$ cat config.mk
export PLATFORM = sky130hd
export DESIGN_NAME = ocm_cfg
export DESIGN_NICKNAME = d
export VERILOG_FILES = /design/src/hdl/ocm_pkg.sv /design/src/hdl/ocm_cfg.sv
export SDC_FILE = /design/constraint.sdc
export NUM_CORES = 1
export LEC_CHECK = 0
export ABC_AREA = 1
export BUFFER_PORTS_ARGS = -buffer_cell sky130_fd_sc_hd__buf_2
export CAP_MARGIN = 20
export CORE_MARGIN = 3
export CORE_UTILIZATION = 49
export CTS_CLUSTER_SIZE = 20
export DETAILED_ROUTE_END_ITERATION = 12
export HOLD_SLACK_MARGIN = 0.03
export PLACE_DENSITY = 0.8
export SLEW_MARGIN = 20
export SYNTH_ARGS = -nofsm -noshare
export SYNTH_HDL_FRONTEND = slang
export SYNTH_SLANG_ARGS = --single-unit
$ cat constraint.sdc
create_clock -name clk_i -period 1.2 [get_ports clk_i]
set_input_delay 0.24 -clock clk_i [delete_from_list [all_inputs] [get_ports clk_i]]
set_output_delay 0.24 -clock clk_i [all_outputs]
set_load 0.03 [all_outputs]
$ cat src/hdl/ocm_pkg.sv
// Shared types and constants for the occupancy grid cell merge block.
// No dependencies; every other file of the block but ocm_ram imports this package.

package ocm_pkg;

  // Default geometry of the global grid.
  localparam int DEF_GRID_SIDE          = 2048;
  localparam int DEF_UPDATE_BLOCK_SHIFT = 1;

  // Configuration port geometry and register indexes.
  localparam int PADDR_W = 4;
  localparam int PDATA_W = 32;
  localparam logic [1:0] REG_ORIGIN_X   = 2'd0;
  localparam logic [1:0] REG_ORIGIN_Y   = 2'd1;
  localparam logic [1:0] REG_HALF_SIZE  = 2'd2;
  localparam logic [1:0] REG_SAFE_DIST  = 2'd3;

  // Register reset values.
  localparam logic [22:0] RST_HALF_SIZE = 23'd2560;
  localparam logic [22:0] RST_SAFE_DIST = 23'd5120;

  // Cell value codes and merge thresholds.
  localparam logic signed [7:0] CELL_UNKNOWN = -8'sd1;
  localparam logic signed [7:0] OCC_LOW_LIMIT = 8'sd90;
  localparam logic signed [7:0] OCC_SAT_LIMIT = 8'sd119;
  localparam logic signed [7:0] OCC_FORCED    = 8'sd100;

  // Reciprocals for the exact division of magnitudes by 5 and by 25.
  localparam int          RECIP_SHIFT = 16;
  localparam logic [13:0] RECIP_5     = 14'd13108;
  localparam logic [13:0] RECIP_25    = 14'd2622;

  // Configuration register file contents.
  typedef struct packed {
    logic [23:0] origin_x;
    logic [23:0] origin_y;
    logic [22:0] half_size;
    logic [22:0] safe_dist;
  } ocm_cfg_t;

  // One local cell as accepted from the input channel.
  typedef struct packed {
    logic [11:0] cell_col;
    logic [11:0] cell_row;
    logic [7:0]  local_value;
    logic [23:0] robot_x;
    logic [23:0] robot_y;
    logic [23:0] last_x;
    logic [23:0] last_y;
    logic        last_valid;
  } ocm_in_t;

  // One merge result for the output channel.
  typedef struct packed {
    logic        written;
    logic        out_of_range;
    logic [10:0] global_col;
    logic [10:0] global_row;
    logic [7:0]  new_value;
  } ocm_out_t;

  // Commands from the controller to the datapath.
  typedef struct packed {
    logic clear_en;
    logic load_in;
    logic pos_en;
    logic diff_en;
    logic addr_en;
    logic rd_en;
    logic eval_en;
    logic commit_en;
    logic early_en;
  } ocm_cmd_t;

  // Status from the datapath to the controller.
  typedef struct packed {
    logic clear_last;
    logic skip;
    logic out_free;
  } ocm_sts_t;

endpackage

$ cat src/hdl/ocm_cfg.sv
// APB-style configuration register file of the cell merge block.
// Depends on ocm_pkg for the register indexes, reset values and ocm_cfg_t.

module ocm_cfg import ocm_pkg::*; (
  input  logic               clk_i,
  input  logic               rst_ni,
  input  logic               psel,
  input  logic               penable,
  input  logic               pwrite,
  input  logic [PADDR_W-1:0] paddr,
  input  logic [PDATA_W-1:0] pwdata,
  output logic [PDATA_W-1:0] prdata,
  output logic               pready,
  output ocm_cfg_t           cfg_o
);

  ocm_cfg_t cfg_q;
  logic     wr_en;

  assign wr_en  = psel && penable && pwrite;
  assign pready = 1'b1;

  // Register writes in the access phase of a write transaction.
  always_ff @(posedge clk_i or negedge rst_ni) begin
    if (!rst_ni) begin
      cfg_q.origin_x  <= '0;
      cfg_q.origin_y  <= '0;
      cfg_q.half_size <= RST_HALF_SIZE;
      cfg_q.safe_dist <= RST_SAFE_DIST;
    end else if (wr_en) begin
      case (paddr[3:2])
        REG_ORIGIN_X:  cfg_q.origin_x  <= pwdata[23:0];
        REG_ORIGIN_Y:  cfg_q.origin_y  <= pwdata[23:0];
        REG_HALF_SIZE: cfg_q.half_size <= pwdata[22:0];
        REG_SAFE_DIST: cfg_q.safe_dist <= pwdata[22:0];
        default: ;
      endcase
    end
  end

  // Read-back of the register values.
  always_comb begin
    case (paddr[3:2])
      REG_ORIGIN_X:  prdata = {8'b0, cfg_q.origin_x};
      REG_ORIGIN_Y:  prdata = {8'b0, cfg_q.origin_y};
      REG_HALF_SIZE: prdata = {9'b0, cfg_q.half_size};
      REG_SAFE_DIST: prdata = {9'b0, cfg_q.safe_dist};
      default:       prdata = '0;
    endcase
  end

  assign cfg_o = cfg_q;

endmodule

==> results.txt <==
H-Tree Depth - 3
fin crit period - 1560 ps
Longest Clk Path Bufs - 2
Routed Antenna Nets - 0
global-route wire length before repair - 28000 µm
total chip power - 13.7 mW
power per cell area - 1820 nW/µm²
unrepaired setup endpoints after global routing - yes
share of post-route cells with drive strength above 1 - 40.2%
synth cell count leaders - 316 x nand2_1, 90 x dfrtp_1, 70 x nand3_1
Area growth, synth to finish - 74.2%
post-synthesis cell type count - 14
Switching Share - 39.4%
largest net degree at the start of global routing - 45
CTS tree - yes
share of the synthesized area in the top cell type - 52.1%
DIE AREA - 9990 µm²
Post-synth top flop - dfrtp_1
Net Sw Power - 5.39 mW
number of flip-flops in the largest register - 94
status - complete, but fails checks
Async SR Flop Fraction - 100%
Final Wtd Congestion - 0.812
Combinational Power Share - 49.5%
WP data required - 960 ps
post-synth top area cell - dfrtp_1
Die Ht - 100 µm
Reg power frac - 32.7%
PortBufs - 148
drt drc - 0
Placeable Area - 8380 µm²
vias in the first global route - 5486
LEAKAGE - 4.04 nW
most numerous cell in the Yosys netlist - nand2_1
Max Fclk - 0.643 GHz
Pint - 8.31 mW
Die Span X - 100 µm
post-layout net count - 867
Starting Density - 51.6%
vias per cell - 6.04
Initial DRC Count - 505
Seq cells post-synth - 94
fin util - 89.9%
clock latency on the worst-skew pair - 360 ps
Wirelength per Cell - 21.8 µm
hpwl dp - 9360 µm
Yosys warning count - 0
Worst EP arrival - 1320 ps
failing checks - negative setup slack
CP max FO - 2
WL final - 20400 µm
clk sink count - 94
Hold/Removal Path Class - in2reg
Layout Skew - 0 ps
r2r setup slk - 150 ps
Syn Inst Count - 559
drt pass-1 iters - 5
vias after detailed routing - 5656
final setup fails - 104
Clk pwr share - 17.8%
Post-Place Worst Slack - -154 ps
Syn Std Cell Area - 4330 µm²
sequential area share after synthesis - 54.5%
Critical Path Start Type - flop
VDD IR max - 0.00111 V
All-Layer GR Usage - 36.4%
final worst slack - -355 ps
top cells by area, synth - dfrtp_1 52%, nand2_1 27%, nand3_1 8.1%, nand4_1 3.3%, buf_2 2.7%
initial antenna violation count - 0
global route overflow - 0
Max-Cap Viols - 0
Clk Tree Root Cell - clkbuf_8
diode count - 0
crit end category - output pin
Avg Cell Area, Syn - 7.74 µm²
final hold viol count - 0
period utilisation layout - 130%
# IOs - 168
CTS buffer count - 9
number of synthesized flops with an enable pin - 0
critical path class - reg2out
clock transition at the registers of the reported paths - 100 ps
# rows - 33
Max Slew Vio Count - 0
kinds of logic after synthesis:
family,count (synthesis),synth area share [%]
simple gates,416,39.8
buf+inv,47,5.52
other cells,2,0.174
flops,94,54.5
per-stage QoR:
step	cell area, µm²	hold slack [ps]	setup TNS (ps)	std cells
after floorplan	4380	-55.6	-8.53	566
after global placement	5420	102	-5600	811
after detailed placement	5420	108	-8820	811
after CTS	7210	90.1	-8770	914
after global routing	7530	114	-15010	936
final	7530	112	-11180	936
power groups by stage:
stage / Clock [mW] / Combinational, mW / Sequential (mW)
finish: 2.43 / 6.79 / 4.48
detailed placement: 0 / 3.78 / 4.45
global route: 2.58 / 7.05 / 4.51
global placement: 0 / 3.70 / 4.41
floorplan: 0 / 1.19 / 5.66
CTS: 2.41 / 6.08 / 4.34
critical path: stages (launching register included):
cell	delay [ps]
dfstp_2	570
nand3_2	90
nand4_1	130
buf_6	160
layer usage:
| layer | routed length, µm | global-route usage [%] | up-vias |
|---|---|---|---|
| li1 | - | - | 2295 |
| met3 | 2310 | 8.06 | 115 |
| met5 | 0 | 0 | - |
| met1 | 6740 | 44.4 | 2694 |
| met2 | 10200 | 61.1 | 552 |
| met4 | 1160 | 18.1 | 0 |
final timing paths:
| path | from | to | cells after the start |
|---|---|---|---|
| worst min register to register | cfg_o[34] | cfg_o[34] | 2 |
| worst min-delay path | pwdata[0] | cfg_o[0] | 3 |
| worst max-delay path | cfg_o[12] | prdata[12] | 3 |
| min in group asynchronous | rst_ni | cfg_o[49] | 2 |
| max in group asynchronous | rst_ni | cfg_o[32] | 3 |
| worst max register to register | cfg_o[27] | cfg_o[27] | 5 |
cell type report:
type / instances / area [µm²]
Sequential cell: 94 / 2360
Tap cell: 105 / 131
Clock inverter: 5 / 81.3
Inverter: 6 / 22.5
Multi-Input combinational cell: 425 / 1830
Timing Repair Buffer: 290 / 2960
Fill cell: 310 / 848
Clock buffer: 11 / 151
what timing repair did:
action | 4_1_cts | 5_1_grt
hold buffers | 1 | 0
hold endpoints to repair | 84 | 0
endpoints found under the setup margin | 88 | 118
gates resized for setup | 277 | 68
buffers inserted | 86 | 47
pin swaps | 44 | 29
cells in the final DEF (no fill, tap or decap):
master	n
buf_12	12
buf_2	31
buf_4	58
buf_6	187
buf_8	1
bufinv_16	2
clkbuf_8	11
clkinv_2	1
clkinv_4	1
clkinvlp_4	1
conb_1	9
dfrtp_1	90
dfstp_2	4
dlygate4sd3_1	1
inv_1	1
inv_2	5
nand2_1	315
nand2_2	2
nand3_1	57
nand3_2	13
nand4_1	23
nor2_1	1
nor2_2	4
nor2_4	1
(Power assumes the default switching activity.)
