`config.mk`:
```
export PLATFORM = sky130hd
export DESIGN_NAME = ocm_ctrl
export DESIGN_NICKNAME = d
export VERILOG_FILES = /design/src/hdl/ocm_pkg.sv /design/src/hdl/ocm_ctrl.sv
export SDC_FILE = /design/constraint.sdc
export NUM_CORES = 1
export LEC_CHECK = 0
export BUFFER_PORTS_ARGS = -buffer_cell sky130_fd_sc_hd__buf_2
export CORE_AREA = 2 2 39 41
export DETAILED_ROUTE_END_ITERATION = 10
export DIE_AREA = 0 0 41 43
export PLACE_DENSITY_LB_ADDON = 0.2
export SETUP_SLACK_MARGIN = 0.02
export SLEW_MARGIN = 10
export SYNTH_ARGS = -nofsm -noshare
export SYNTH_HDL_FRONTEND = slang
export SYNTH_SLANG_ARGS = --single-unit
```
`constraint.sdc`:
```
create_clock -name clk_i -period 1.3 [get_ports clk_i]
set_input_delay 0.13 -clock clk_i [delete_from_list [all_inputs] [get_ports clk_i]]
set_output_delay 0.13 -clock clk_i [all_outputs]
set_load 0.05 [all_outputs]
```
`src/hdl/ocm_pkg.sv`:
```
// Shared types and constants for the occupancy grid cell merge block.
// No dependencies; every other file of the block but ocm_ram imports this package.

package ocm_pkg;

  // Default geometry of the global grid.
  localparam int DEF_GRID_SIDE          = 2048;
  localparam int DEF_UPDATE_BLOCK_SHIFT = 1;

  // Configuration port geometry and register indexes.
  localparam int PADDR_W = 4;
  localparam int PDATA_W = 32;
  localparam logic [1:0] REG_ORIGIN_X   = 2'd0;
  localparam logic [1:0] REG_ORIGIN_Y   = 2'd1;
  localparam logic [1:0] REG_HALF_SIZE  = 2'd2;
  localparam logic [1:0] REG_SAFE_DIST  = 2'd3;

  // Register reset values.
  localparam logic [22:0] RST_HALF_SIZE = 23'd2560;
  localparam logic [22:0] RST_SAFE_DIST = 23'd5120;

  // Cell value codes and merge thresholds.
  localparam logic signed [7:0] CELL_UNKNOWN = -8'sd1;
  localparam logic signed [7:0] OCC_LOW_LIMIT = 8'sd90;
  localparam logic signed [7:0] OCC_SAT_LIMIT = 8'sd119;
  localparam logic signed [7:0] OCC_FORCED    = 8'sd100;

  // Reciprocals for the exact division of magnitudes by 5 and by 25.
  localparam int          RECIP_SHIFT = 16;
  localparam logic [13:0] RECIP_5     = 14'd13108;
  localparam logic [13:0] RECIP_25    = 14'd2622;

  // Configuration register file contents.
  typedef struct packed {
    logic [23:0] origin_x;
    logic [23:0] origin_y;
    logic [22:0] half_size;
    logic [22:0] safe_dist;
  } ocm_cfg_t;

  // One local cell as accepted from the input channel.
  typedef struct packed {
    logic [11:0] cell_col;
    logic [11:0] cell_row;
    logic [7:0]  local_value;
    logic [23:0] robot_x;
    logic [23:0] robot_y;
    logic [23:0] last_x;
    logic [23:0] last_y;
    logic        last_valid;
  } ocm_in_t;

  // One merge result for the output channel.
  typedef struct packed {
    logic        written;
    logic        out_of_range;
    logic [10:0] global_col;
    logic [10:0] global_row;
    logic [7:0]  new_value;
  } ocm_out_t;

  // Commands from the controller to the datapath.
  typedef struct packed {
    logic clear_en;
    logic load_in;
    logic pos_en;
    logic diff_en;
    logic addr_en;
    logic rd_en;
    logic eval_en;
    logic commit_en;
    logic early_en;
  } ocm_cmd_t;

  // Status from the datapath to the controller.
  typedef struct packed {
    logic clear_last;
    logic skip;
    logic out_free;
  } ocm_sts_t;

endpackage

```
`src/hdl/ocm_ctrl.sv`:
```
// Sequencing state machine of the cell merge block.
// Depends on ocm_pkg for the command and status structs.

module ocm_ctrl import ocm_pkg::*; (
  input  logic     clk_i,
  input  logic     rst_ni,
  input  logic     in_valid_i,
  output logic     in_ready_o,
  input  ocm_sts_t sts_i,
  output ocm_cmd_t cmd_o
);

  localparam logic [2:0] S_CLEAR  = 3'd0;
  localparam logic [2:0] S_IDLE   = 3'd1;
  localparam logic [2:0] S_POS    = 3'd2;
  localparam logic [2:0] S_DIFF   = 3'd3;
  localparam logic [2:0] S_ADDR   = 3'd4;
  localparam logic [2:0] S_EARLY  = 3'd5;
  localparam logic [2:0] S_READ   = 3'd6;
  localparam logic [2:0] S_COMMIT = 3'd7;

  logic [2:0] state_q, state_d;
  logic       eval_q, eval_d;

  assign in_ready_o = (state_q == S_IDLE);

  // Next state and command decode. The blend evaluation is a sub-step of the
  // commit state, marked by eval_q, so the state fits three bits.
  always_comb begin
    state_d = state_q;
    eval_d  = eval_q;
    cmd_o   = '0;
    case (state_q)
      S_CLEAR: begin
        cmd_o.clear_en = 1'b1;
        if (sts_i.clear_last) begin
          state_d = S_IDLE;
        end
      end
      S_IDLE: begin
        if (in_valid_i) begin
          cmd_o.load_in = 1'b1;
          state_d       = S_POS;
        end
      end
      S_POS: begin
        cmd_o.pos_en = 1'b1;
        state_d      = S_DIFF;
      end
      S_DIFF: begin
        cmd_o.diff_en = 1'b1;
        state_d       = S_ADDR;
      end
      S_ADDR: begin
        cmd_o.addr_en = 1'b1;
        state_d       = sts_i.skip ? S_EARLY : S_READ;
      end
      S_EARLY: begin
        if (sts_i.out_free) begin
          cmd_o.early_en = 1'b1;
          state_d        = S_IDLE;
        end
      end
      S_READ: begin
        cmd_o.rd_en = 1'b1;
        eval_d      = 1'b1;
        state_d     = S_COMMIT;
      end
      S_COMMIT: begin
        if (eval_q) begin
          cmd_o.eval_en = 1'b1;
          eval_d        = 1'b0;
        end else if (sts_i.out_free) begin
          cmd_o.commit_en = 1'b1;
          state_d         = S_IDLE;
        end
      end
      default: begin
        state_d = S_IDLE;
        eval_d  = 1'b0;
      end
    endcase
  end

  // State register.
  always_ff @(posedge clk_i or negedge rst_ni) begin
    if (!rst_ni) begin
      state_q <= S_CLEAR;
      eval_q  <= 1'b0;
    end else begin
      state_q <= state_d;
      eval_q  <= eval_d;
    end
  end

endmodule

```
==> flow_summary_export.csv <==
group,metric,value,unit
yosys,syn_nets,42,
clock_tree,ctsRootBufferMaster,"clkbuf_4",
clock_tree,clockBufferDepth,2,
yosys,synth_most_common_cell,"nand2_1",
yosys,async_reset_ff_share,100,%
global_route,grt_max_degree,9,
clock_tree,cts.htree.levels,1,
yosys,netlist_area,273,sq um
sta,rsz0062_at_grt,"true",
global_route,first_global_vias,332,
route,ant_nets,0,
status,status,"complete, but fails checks",
yosys,ys_seq_elements,4,
worst_setup_path,path_class,"flop to output port",
yosys,synth_seq_area_share,36.7,%
sta,fmax,742,MHz
route,dr_total_vias,342,
sta,setup_ws,-0.0482,ns
global_route,grt.met3_usage,4.71,%
clock_tree,cts_buffers,3,
route,drt-vias-per-instance,4.33,
sta,slew_headroom,85.9,%
floorplan,fp.dieH,43,microns
final_layout,area_growth,117,%
sta,layout_min_cycle_time,1.35,ns
sta,setup_viol,5,
sta,fin_skew,0.000907,ns
sta,hold_violations,0,
route,firstDrtPassIters,4,
floorplan,start_util,19.7,%
place,post-place-ws,-0.00604,ns
worst_hold_path,hold_class,"input pin to flop",
floorplan,core-area,1380,sq um
clock_tree,clock_latency,0.23,ns
clock_tree,clk_pin_slew_worst_paths,0.03,ns
route,routed_wl,811,microns
final_layout,nets,71,
flow_run,drv_cap,0,
place,hpwl,560,microns
route,drt_iter0_drc,3,
yosys,synth_edf_count,0,
floorplan,rows,14,
global_route,antenna_found_initial,0,
yosys,synth_commonest_cells,"nand2_1 (7), dfrtp_1 (4), nor2_1 (4), nor3b_1 (3)",
global_route,grt_use_met2,15.0,%
place,port_buffers,15,
worst_setup_path,cp.arrival,1.22,ns
yosys,synthDistinctLibCells,17,
sta,drv_slew,0,
route,route.detailed.drc,0,
worst_setup_path,critPathMaxFanout,6,
yosys,avgSynthCellArea,7.58,sq um
clock_tree,cts_tree,"yes",
yosys,synth_flop_cell,"dfrtp_1",
sta,holdWs,0.196,ns
yosys,synth_area_leaders,"dfrtp_1 (37%), nand2_1 (9.6%), nor3b_1 (8.3%)",
place,place_congestion,0.731,
floorplan,die_w,41,microns
global_route,grt_first_pass_wirelength,1300,microns
floorplan,ios,16,
yosys,synthCells,36,
route,wire_per_inst,10.3,microns
yosys,synth_warnings,0,
global_route,gr-max-usage-layer,"met2",
final_layout,drive_gt1_share,69.8,%
floorplan,dieArea,1760,sq um
worst_setup_path,end_kind,"output port",
pwr,p_per_area,2750,nW/um^2
clock_tree,clock-sinks,4,
pwr,worst_ir_drop_vdd,1.07,mV
pwr,p_leak,0.000267,uW
global_route,grtUsageMet1,14.4,%
worst_setup_path,crit_required,1.17,ns
global_route,track_usage,10.8,%
status,violations,"negative setup slack",
yosys,netlist.area_leader.share,36.7,%
worst_setup_path,startpoint_type,"flop",
final_layout,utilization,42.8,%
yosys,synth_top_cell_by_area,"dfrtp_1",
sta,period_share,104,%
global_route,grt-ovfl-total,0,
sta,tightest_slew,0.209,ns
final_layout,diodes,0,
metal layers:
metal  wire length [microns]  share of wire (%)  vias to the layer above
met1                     360                 44                      160
met5                       0                  0                        -
met4                       0                  0                        0
met3                      39                4.8                        0
li1                        -                  -                      174
met2                     411                 51                        8
report_power, final:
group          internal [uW]  switching [uW]
clock                    103            42.9
sequential               193             113
combinational            528             646
worst max-delay path, stage by stage (launching register included):
cell        delay [ns]
dfrtp_2           0.45
nor3b_4           0.23
nand2_2           0.10
clkinvlp_4        0.08
buf_8             0.13
area by class of cell:
class,count,area [sq um]
Timing Repair Buffer,27,234
Inverter,2,11.3
Fill cell,149,792
Sequential cell,4,104
Tap cell,16,20.0
Multi-Input combinational cell,27,200
Clock buffer,3,22.5
state kept, by name (all words and copies together) (netlist names):
signal and cells:
state_q 3, eval_q 1
what timing repair did:
item                                    in CTS  in global routing
hold buffers                                 1                  0
gates resized for setup                     24                  6
buffers inserted                             3                  1
endpoints found under the hold margin        4                  0
gates cloned                                 0                  0
pin swaps                                    2                  2
endpoints found under the setup margin      10                 11
path summary, 6_finish.rpt:
| kind | start | to | slack (ns) | depth (start not counted) |
|---|---|---|---|---|
| worst max-delay path | state_q[2] | cmd_o[7] | -0.05 | 4 |
| worst min-delay path | sts_i[1] | state_q[0] | 0.20 | 3 |
| worst max register to register | state_q[1] | state_q[0] | 0 | 4 |
| worst min register to register | eval_q | eval_q | 0.58 | 1 |
| max in group asynchronous | rst_ni | state_q[2] | 0.93 | 2 |
| min in group asynchronous | rst_ni | state_q[0] | 0.24 | 2 |
layout by cell type (no fill, tap or decap), drive strengths merged:
master       instances
nor3                 2
inv                  1
dlygate4sd3          1
nor2                 4
clkbuf               3
or3                  1
o21ai                2
nand2                7
and2                 1
o221ai               1
a21o                 1
dfrtp                4
nor3b                3
nor2b                2
a21oi                2
a31oi                1
buf                 26
clkinvlp             1
stage by stage:
step | power, uW | std cells | setup TNS [ns] | instance area (sq um)
6_report | 1630 | 79 | -0.133 | 592
5_1_grt | 1740 | 79 | -0.652 | 592
4_1_cts | 1560 | 78 | -0.199 | 563
3_5_place_dp | 1190 | 71 | -0.00604 | 437
3_3_place_gp | 1190 | 71 | 0 | 437
2_1_floorplan | 958 | 36 | -0.928 | 313
logic make-up after synthesis:
| logic type | count (synthesis) | share of synthesized area (%) |
|---|---|---|
| and+or+nand+nor | 20 | 36.2 |
| AOI/OAI and AO/OA | 7 | 15.6 |
| buffers and inverters | 5 | 11.5 |
| DFF | 4 | 36.7 |
(Power assumes the default switching activity.)
